## src/sv/stream_find_replace_unit_defines.svh

```systemverilog
// ----------------------------------------------------------------------------
// stream find/replace assertion macros
// shared concurrent assertion forms, clocked on clk, disabled during reset
// ----------------------------------------------------------------------------
`ifndef STREAM_FIND_REPLACE_UNIT_DEFINES_SVH
`define STREAM_FIND_REPLACE_UNIT_DEFINES_SVH

// same-cycle implication
`define SFR_ASSERT_SAME(lbl, ante, cons, msg) \
    lbl: assert property (@(posedge clk) disable iff (!rst_n) (ante) |-> (cons)) \
        else $error(msg);

// next-cycle implication
`define SFR_ASSERT_NEXT(lbl, ante, cons, msg) \
    lbl: assert property (@(posedge clk) disable iff (!rst_n) (ante) |=> (cons)) \
        else $error(msg);

`endif

```

## src/sv/sfr_pkg.sv

```systemverilog
// ----------------------------------------------------------------------------
// sfr_pkg
// types and constants of the stream find/replace unit
// ----------------------------------------------------------------------------
`default_nettype none

package sfr_pkg;

    localparam int CHAR_W      = 8;
    localparam int LEN_W       = 4;
    localparam int CFG_DATA_W  = 64;
    localparam int CFG_IDX_W   = 2;
    // characters that fit in one 64-bit pattern or replacement register
    localparam int WORD_CHARS  = CFG_DATA_W / CHAR_W;

    localparam int MAX_PATTERN_DEF     = 8;
    localparam int MAX_REPLACEMENT_DEF = 8;

    typedef enum logic [CFG_IDX_W-1:0] {
        REG_PATTERN_BYTES      = 2'd0,
        REG_PATTERN_LENGTH     = 2'd1,
        REG_REPLACEMENT_BYTES  = 2'd2,
        REG_REPLACEMENT_LENGTH = 2'd3
    } cfg_reg_t;

    typedef struct packed {
        logic [CHAR_W-1:0] in_char;
        logic              in_last;
    } in_item_t;

    typedef struct packed {
        logic [CHAR_W-1:0] out_char;
        logic              out_last;
    } out_item_t;

endpackage

`default_nettype wire

```

## src/sv/stream_find_replace_unit.sv

```systemverilog
// ----------------------------------------------------------------------------
// stream_find_replace_unit
// streaming substring find and replace with a lookahead window
// ----------------------------------------------------------------------------
//
//  channel | direction | handshake           | payload
//  --------+-----------+---------------------+---------------------------
//  in      | input     | in_valid / in_ready | in_data  (char, last)
//  out     | output    | out_valid/out_ready | out_data (char, last)
//  cfg     | input     | cfg_we              | cfg_index, cfg_data
//
//  - one item per cycle while each item yields at most one result and the
//    output is not stalled; an item yielding n results holds the result buffer
//    until all n have left the output shift register, one per cycle with out_ready
//  - the input register takes one more item while results wait downstream
//  - reset clears counts and control registers at once, no clearing pass
//
`default_nettype none

`include "stream_find_replace_unit_defines.svh"

module stream_find_replace_unit #(
    parameter int MAX_PATTERN     = sfr_pkg::MAX_PATTERN_DEF,
    parameter int MAX_REPLACEMENT = sfr_pkg::MAX_REPLACEMENT_DEF
) (
    input  wire logic                            clk,
    input  wire logic                            rst_n,

    input  wire logic                            in_valid,
    output logic                                 in_ready,
    input  wire sfr_pkg::in_item_t               in_data,

    output logic                                 out_valid,
    input  wire logic                            out_ready,
    output sfr_pkg::out_item_t                   out_data,

    input  wire logic                            cfg_we,
    input  wire logic [sfr_pkg::CFG_IDX_W-1:0]   cfg_index,
    input  wire logic [sfr_pkg::CFG_DATA_W-1:0]  cfg_data
);

    localparam int CW = sfr_pkg::CHAR_W;
    localparam int LW = sfr_pkg::LEN_W;

    // lengths saturate at the parameter maximum, capped at the register width of eight characters
    localparam int WIN_DEPTH = (MAX_PATTERN > sfr_pkg::WORD_CHARS) ?
                               sfr_pkg::WORD_CHARS : MAX_PATTERN;
    localparam int REP_DEPTH = (MAX_REPLACEMENT > sfr_pkg::WORD_CHARS) ?
                               sfr_pkg::WORD_CHARS : MAX_REPLACEMENT;
    localparam int BUF_DEPTH = (WIN_DEPTH > REP_DEPTH) ? WIN_DEPTH : REP_DEPTH;
    localparam int WCNT_W    = $clog2(WIN_DEPTH + 1);
    localparam int RCNT_W    = $clog2(REP_DEPTH + 1);
    localparam int BCNT_W    = $clog2(BUF_DEPTH + 1);

    // ------------------------------------------------------------------
    // configuration registers
    // ------------------------------------------------------------------
    logic [sfr_pkg::CFG_DATA_W-1:0] pat_bytes_reg;
    logic [LW-1:0]                  pat_len_reg;
    logic [sfr_pkg::CFG_DATA_W-1:0] rep_bytes_reg;
    logic [LW-1:0]                  rep_len_reg;
    logic                           pat_len_wr;

    // ------------------------------------------------------------------
    // input register, window and result buffer
    // ------------------------------------------------------------------
    logic                 in_valid_reg;
    sfr_pkg::in_item_t    in_item_reg;

    logic [CW-1:0]        win_reg  [WIN_DEPTH];
    logic [CW-1:0]        win_next [WIN_DEPTH];
    logic [WCNT_W-1:0]    wcnt_reg;
    logic [WCNT_W-1:0]    wcnt_next;

    logic [CW-1:0]        buf_reg  [BUF_DEPTH];
    logic [CW-1:0]        buf_next [BUF_DEPTH];
    logic [BCNT_W-1:0]    buf_cnt_reg;
    logic [BCNT_W-1:0]    buf_cnt_next;
    logic                 buf_last_reg;
    logic                 buf_last_next;

    logic                 buf_free;
    logic                 process_fire;
    logic                 drain;

    // per-item datapath
    logic [WCNT_W-1:0]    plen;
    logic [RCNT_W-1:0]    rlen;
    logic [WCNT_W-1:0]    base;
    logic [WCNT_W-1:0]    cnt2;
    logic [CW-1:0]        w2 [WIN_DEPTH];
    logic [WIN_DEPTH-1:0] match;
    logic                 full;
    logic                 hit;
    logic [CW-1:0]        res [BUF_DEPTH];
    logic [BCNT_W-1:0]    ld_n;

    // ------------------------------------------------------------------
    // handshakes
    // ------------------------------------------------------------------
    assign drain        = out_valid && out_ready;
    // buffer empty or handing over its final result this cycle
    assign buf_free     = (buf_cnt_reg == '0) || (buf_cnt_reg == BCNT_W'(1) && out_ready);
    assign process_fire = in_valid_reg && buf_free;
    assign in_ready     = !in_valid_reg || buf_free;

    assign out_valid         = (buf_cnt_reg != '0);
    assign out_data.out_char = buf_reg[0];
    assign out_data.out_last = buf_last_reg && (buf_cnt_reg == BCNT_W'(1));

    assign pat_len_wr = cfg_we && (sfr_pkg::cfg_reg_t'(cfg_index) == sfr_pkg::REG_PATTERN_LENGTH);

    // ------------------------------------------------------------------
    // match logic: one item against window plus pattern
    // ------------------------------------------------------------------
    always_comb
    begin
        plen = (pat_len_reg > LW'(WIN_DEPTH)) ? WCNT_W'(WIN_DEPTH) : WCNT_W'(pat_len_reg);
        rlen = (rep_len_reg > LW'(REP_DEPTH)) ? RCNT_W'(REP_DEPTH) : RCNT_W'(rep_len_reg);

        // restart the window if it somehow already holds a full pattern
        base = (wcnt_reg >= plen) ? '0 : wcnt_reg;
        cnt2 = base + WCNT_W'(1);

        for (int i = 0; i < WIN_DEPTH; i++)
        begin
            w2[i]    = (WCNT_W'(i) == base) ? in_item_reg.in_char : win_reg[i];
            match[i] = (w2[i] == pat_bytes_reg[i*CW +: CW]) || (WCNT_W'(i) >= plen);
        end
        full = (cnt2 == plen);
        hit  = &match;
    end

    always_comb
    begin
        for (int j = 0; j < BUF_DEPTH; j++)
        begin
            res[j] = '0;
        end
        for (int i = 0; i < WIN_DEPTH; i++)
        begin
            win_next[i] = w2[i];
        end
        ld_n      = '0;
        wcnt_next = cnt2;

        priority if (plen == '0)
        begin
            // pass-through
            res[0]    = in_item_reg.in_char;
            ld_n      = BCNT_W'(1);
            wcnt_next = '0;
        end
        else if (full && hit)
        begin
            for (int j = 0; j < BUF_DEPTH; j++)
            begin
                if (j < REP_DEPTH)
                begin
                    res[j] = rep_bytes_reg[j*CW +: CW];
                end
            end
            ld_n      = BCNT_W'(rlen);
            wcnt_next = '0;
        end
        else if (in_item_reg.in_last)
        begin
            // flush: a miss emits the head, then the rest, so the window in order
            for (int j = 0; j < BUF_DEPTH; j++)
            begin
                if (j < WIN_DEPTH)
                begin
                    res[j] = w2[j];
                end
            end
            ld_n      = BCNT_W'(cnt2);
            wcnt_next = '0;
        end
        else if (full)
        begin
            // miss: emit the head and slide by one
            res[0] = w2[0];
            ld_n   = BCNT_W'(1);
            for (int i = 0; i < WIN_DEPTH; i++)
            begin
                if (i + 1 < WIN_DEPTH)
                begin
                    win_next[i] = w2[i+1];
                end
            end
            wcnt_next = plen - WCNT_W'(1);
        end
        else
        begin
            ld_n      = '0;
            wcnt_next = cnt2;
        end
    end

    // ------------------------------------------------------------------
    // result buffer: load on a processed item, shift on each drain
    // ------------------------------------------------------------------
    always_comb
    begin
        buf_cnt_next  = buf_cnt_reg;
        buf_last_next = buf_last_reg;
        for (int j = 0; j < BUF_DEPTH; j++)
        begin
            buf_next[j] = buf_reg[j];
        end

        if (process_fire)
        begin
            for (int j = 0; j < BUF_DEPTH; j++)
            begin
                buf_next[j] = res[j];
            end
            buf_cnt_next  = ld_n;
            buf_last_next = in_item_reg.in_last;
        end
        else if (drain)
        begin
            for (int j = 0; j < BUF_DEPTH; j++)
            begin
                if (j + 1 < BUF_DEPTH)
                begin
                    buf_next[j] = buf_reg[j+1];
                end
            end
            buf_cnt_next = buf_cnt_reg - BCNT_W'(1);
        end
    end

    // ------------------------------------------------------------------
    // control registers
    // ------------------------------------------------------------------
    always_ff @(posedge clk or negedge rst_n)
    begin
        if (!rst_n)
        begin
            pat_bytes_reg <= '0;
            pat_len_reg   <= '0;
            rep_bytes_reg <= '0;
            rep_len_reg   <= '0;
            in_valid_reg  <= 1'b0;
            wcnt_reg      <= '0;
            buf_cnt_reg   <= '0;
            buf_last_reg  <= 1'b0;
        end
        else
        begin
            if (cfg_we)
            begin
                unique case (sfr_pkg::cfg_reg_t'(cfg_index))
                    sfr_pkg::REG_PATTERN_BYTES:      pat_bytes_reg <= cfg_data;
                    sfr_pkg::REG_PATTERN_LENGTH:     pat_len_reg   <= cfg_data[LW-1:0];
                    sfr_pkg::REG_REPLACEMENT_BYTES:  rep_bytes_reg <= cfg_data;
                    sfr_pkg::REG_REPLACEMENT_LENGTH: rep_len_reg   <= cfg_data[LW-1:0];
                endcase
            end

            if (in_valid && in_ready)
            begin
                in_valid_reg <= 1'b1;
            end
            else if (process_fire)
            begin
                in_valid_reg <= 1'b0;
            end

            // a new pattern length drops whatever the window holds
            if (pat_len_wr)
            begin
                wcnt_reg <= '0;
            end
            else if (process_fire)
            begin
                wcnt_reg <= wcnt_next;
            end

            buf_cnt_reg  <= buf_cnt_next;
            buf_last_reg <= buf_last_next;
        end
    end

    // payload registers, no reset
    always_ff @(posedge clk)
    begin
        if (in_valid && in_ready)
        begin
            in_item_reg <= in_data;
        end
        if (process_fire)
        begin
            for (int i = 0; i < WIN_DEPTH; i++)
            begin
                win_reg[i] <= win_next[i];
            end
        end
        for (int j = 0; j < BUF_DEPTH; j++)
        begin
            buf_reg[j] <= buf_next[j];
        end
    end

    // ------------------------------------------------------------------
    // assertions
    // ------------------------------------------------------------------
    `SFR_ASSERT_NEXT(a_load_count, process_fire && ld_n != '0,
        out_valid && buf_cnt_reg == $past(ld_n), "result buffer load count wrong")
    `SFR_ASSERT_NEXT(a_in_capture, in_valid && in_ready,
        in_valid_reg, "accepted item not held in input register")
    `SFR_ASSERT_NEXT(a_last_clears, process_fire && in_item_reg.in_last,
        wcnt_reg == '0, "window not cleared after last character")
    `SFR_ASSERT_NEXT(a_drain_empty, drain && buf_cnt_reg == BCNT_W'(1) && !process_fire,
        !out_valid, "result buffer not empty after final drain")
    `SFR_ASSERT_SAME(a_no_overlap, process_fire && buf_cnt_reg > BCNT_W'(1),
        1'b0, "item processed over pending results")

endmodule

`default_nettype wire
```

## config.mk

```make
export PLATFORM = sky130hd
export DESIGN_NAME = stream_find_replace_unit
export DESIGN_NICKNAME = d
export VERILOG_FILES = /design/src/sv/sfr_pkg.sv /design/src/sv/stream_find_replace_unit.sv
export VERILOG_INCLUDE_DIRS = /design/src /design/src/sv
export SDC_FILE = /design/constraint.sdc
export NUM_CORES = 1
export LEC_CHECK = 0
export BUFFER_PORTS_ARGS = -buffer_cell sky130_fd_sc_hd__buf_2
export CAP_MARGIN = 20
export CORE_MARGIN = 10
export CORE_UTILIZATION = 45
export DETAILED_ROUTE_END_ITERATION = 10
export PLACE_DENSITY = 0.63
export SYNTH_ARGS = -nofsm -noshare
export SYNTH_HDL_FRONTEND = slang
export SYNTH_SLANG_ARGS = --single-unit
export TNS_END_PERCENT = 50
```

## constraint.sdc

```tcl
create_clock -name clk -period 4.8 [get_ports clk]
set_clock_uncertainty 0.1 [all_clocks]
set_input_delay 0.96 -clock clk [delete_from_list [all_inputs] [get_ports clk]]
set_output_delay 0.96 -clock clk [all_outputs]
set_load 0.005 [all_outputs]
```

==> flow_metrics.tcl <==
set metrics [dict create \
    run_status "finished, final reports clean" \
    dieHeight_microns 202 \
    clk_pin_slew_ns 0.06 \
    cp_max_fo 24 \
    grt.total_usage 0.213 \
    muxShareOfSynthArea 0.136 \
    final_number_of_max_transition_violations 0 \
    grt_overflow_total 0 \
    synth_compound_area_frac 0.137 \
    post-place-cells 1761 \
    grt_pass1_vias 11200 \
    synth_cells 1267 \
    grt_setup_unrepaired "false" \
    timing.final.hold_violations 0 \
    globalRouteMet1Util 0.274 \
    coreArea_sq_um 32700 \
    num_vias 11100 \
    clkLatencyLatePin_ns 0.57 \
    synth_enable_flop_cells 137 \
    root_buffer "sky130_fd_sc_hd__clkbuf_16" \
    power.clock.fraction 0.241 \
    antenna_violating_nets_post_route 0 \
    viasPerCell 6.09 \
    synth.cell_area_sq_um 15000 \
    dr.pass1.iters 7 \
    ctsLongestPathBuffers 3 \
    critical_path.endpoint_type "flop" \
    internal_power_mw 6.18 \
    cts.sink_count 283 \
    grt_util_met3 0.0277 \
    floorplan.initialDensity 0.458 \
    fin_hold_ws_ns 0.303 \
    synth-adder-area-share 0.0100 \
    yosysWarnings 0 \
    drt_wl_total_mm 45.5 \
    worst-endpoint-required_ns 5.14 \
    placedInstanceArea_sq_um 16100 \
    comb_power_share 0.321 \
    io_buffers 90 \
    relative_max_transition_margin 0.300 \
    register_to_register_setup_slack_ns 0.22 \
    number_of_remaining_drc_errors 0 \
    critPathLaunchType "flop" \
    switching_power_mw 3.31 \
    numCtsBuffers 31 \
    switching_share 0.349 \
    num_antenna_cells 0 \
    hpwlAfterDp_mm 32.2 \
    max_cap_viol_count 0 \
    synthArstFlopShare 0.516 \
    layout.core_utilization 0.526 \
    hold_class "primary input to async pin" \
    cts-htree-levels 1 \
    finish_stage_setup_viols 0 \
    place.gp.congestion 0.964 \
    synth_seq_cells 283 \
    area_delta_synth_final_pct 14.8 \
    stdcell_area_sq_um 17200 \
    final_layout_size_suffix_gt1_frac 0.279 \
    worst_slew_pin_slew_ns 1.05 \
    post_synth_xor_xnor_area 0.0497 \
    met2_usage 0.362 \
    grt_max_degree 77 \
    synth.yosys.seq_area_share 0.519 \
    num-fill-cells 2949 \
    core.rowCount 66 \
    final-instance-count-excl-fill 1824 \
    ys_dominant_reg_cell "sky130_fd_sc_hd__dfrtp_1" \
    finalPower_mw 9.49 \
    design.final.nets 1449 \
    drt_first_iter_violations 1068 \
    grt.busiest_layer "met2" \
    io-pin-count 91 \
    net_count_after_synthesis 1359 \
    antenna_violations_before_repair 0 \
    dominant_combinational_cell_family_by_area_after_synthesis "compound AO/OA/AOI/OAI gates" \
    period_share 0.954 \
    yosys.cell_types.count 67 \
    post_synth_and_or_nand_nor_area_fraction 0.105 \
    power.sequential.fraction 0.438 \
    criticalPathCategory "flop to flop" \
    routedWlPerCell_microns 25.0 \
    die_area_sq_um 41000 \
    cp_data_arrival_time_ns 4.91 \
    power_leakage_nw 6.78 \
    power_per_cell_area_nw_per_um2 552 \
    timing.fmax_ghz 0.218 \
    ir_drop_mv 0.312 \
    synthesized_area_per_cell_sq_um 11.8 \
    die_width_microns 202 \
    cts_tree "built" \
    grt_pass1_wl_mm 68.4 \
    finalCriticalPeriod_ns 4.58 \
]
-- per-layer routing --
metal	up-vias	wire length, microns
met4	0	1390
met3	75	2720
met1	5601	19000
met2	455	22400
met5	-	0
li1	4981	-
-- stage by stage --
| stage | TNS (ns) | setup WS, ns |
|---|---|---|
| 2_1_floorplan | 0 | 0.515 |
| 3_3_place_gp | -2.49 | -0.121 |
| 3_5_place_dp | -4.31 | -0.186 |
| 4_1_cts | 0 | 0.0173 |
| 5_1_grt | 0 | 0.00944 |
| 6_report | 0 | 0.222 |
-- synth_stat cells (15+ instances only) --
master                     instances  area (sq um)
sky130_fd_sc_hd__nand2_1          82           308
sky130_fd_sc_hd__a221o_1          39           390
sky130_fd_sc_hd__clkbuf_1         63           236
sky130_fd_sc_hd__edfxtp_1        137          4110
sky130_fd_sc_hd__nand3b_1         32           240
sky130_fd_sc_hd__nand3_1          40           200
sky130_fd_sc_hd__xor2_1           37           324
sky130_fd_sc_hd__dfrtp_1         146          3650
sky130_fd_sc_hd__buf_2            17          85.1
sky130_fd_sc_hd__mux2i_1          53           531
sky130_fd_sc_hd__inv_1            51           191
sky130_fd_sc_hd__xnor2_1          48           420
sky130_fd_sc_hd__nor2_1           32           120
sky130_fd_sc_hd__nor3_1           45           225
sky130_fd_sc_hd__o21ai_0          39           195
sky130_fd_sc_hd__mux2_2          134          1510
sky130_fd_sc_hd__a222oi_1         17           170
sky130_fd_sc_hd__o221a_1          30           338
sky130_fd_sc_hd__a21oi_1          33           165
sky130_fd_sc_hd__o211ai_1         15           113
sky130_fd_sc_hd__buf_4            18           135
-- kinds of logic (layout without fill, tap and decap cells) --
logic type | count (synthesis) | in the layout
mux | 187 | 187
compound gates | 251 | 251
xor+xnor | 85 | 85
fa+ha+maj | 12 | 12
simple gates | 298 | 298
flops | 283 | 283
buf+inv | 151 | 266
-- cells in the final DEF, fill, tap and decap left out, drive strengths merged, types with 8 or more instances in the layout --
cell type and instances:
nand2 83, clkinv 13, nor4 10, nand3 40, xnor2 48, nand3b 32
a211o 8, nor2 32, nor3 46, a221o 39, nand2b 8, o21ai 42
nand4 14, mux2i 53, ha 12, buf 157, a21oi 33, edfxtp 137
mux2 134, o221a 38, a31oi 10, o211ai 15, inv 51, dfrtp 146
clkbuf 44, xor2 37, a222oi 17
-- path summary, 6_finish.rpt --
check / start / end / cells past startpoint
setup / recovery: pat_len_reg[3] / win_reg[1][2] / 16
hold / removal: rst_n / pat_bytes_reg[6] / 1
setup reg to reg: pat_len_reg[3] / win_reg[1][2] / 16
hold reg to reg: buf_last_reg / buf_last_reg / 2
max in group asynchronous: rst_n / rep_bytes_reg[40] / 2
min in group clk: buf_last_reg / buf_last_reg / 2
-- area by class of cell --
type / count / area [sq um] / share of cell area
multi-input combinational: 833 / 6690 / 0.389
inverter: 51 / 193 / 0.0112
clock buffer: 44 / 875 / 0.0509
tap: 442 / 553 / 0.0322
sequential: 283 / 7770 / 0.452
clock inverter: 14 / 96.3 / 0.00560
timing repair buffer: 157 / 1020 / 0.0595
-- worst max-delay path: stages (launching register included) --
cell                        delay [ns]
sky130_fd_sc_hd__dfrtp_1          0.38
sky130_fd_sc_hd__inv_1            0.16
sky130_fd_sc_hd__nand2_1          0.15
sky130_fd_sc_hd__ha_1             0.32
sky130_fd_sc_hd__o211ai_1         0.29
sky130_fd_sc_hd__o21ai_2          0.14
sky130_fd_sc_hd__or3_1            0.49
sky130_fd_sc_hd__buf_4            0.26
sky130_fd_sc_hd__nor4_2           0.32
sky130_fd_sc_hd__a2bb2oi_2        0.21
sky130_fd_sc_hd__o2111a_1         0.29
sky130_fd_sc_hd__a31oi_4          0.15
sky130_fd_sc_hd__o21ai_4          0.25
sky130_fd_sc_hd__buf_12           0.14
sky130_fd_sc_hd__buf_12           0.16
sky130_fd_sc_hd__mux2i_4          0.36
sky130_fd_sc_hd__o221a_1          0.23
-- repair_timing --
item,CTS,global route
setup buffers,0,5
hold endpoints to repair,0,0
gates cloned,0,0
hold buffers,0,0
setup endpoints to repair,73,113
gates resized for setup,5,15
pin swaps,0,5
-- power groups by stage --
stage	Combinational (mW)	Sequential (mW)	Clock, mW
global placement	2.92	4.17	0
global route	3.30	4.21	2.42
floorplan	2.14	3.89	0
finish	3.05	4.15	2.29
CTS	3.00	4.14	2.32
detailed placement	2.98	4.18	0
(Power assumes the default switching activity.)
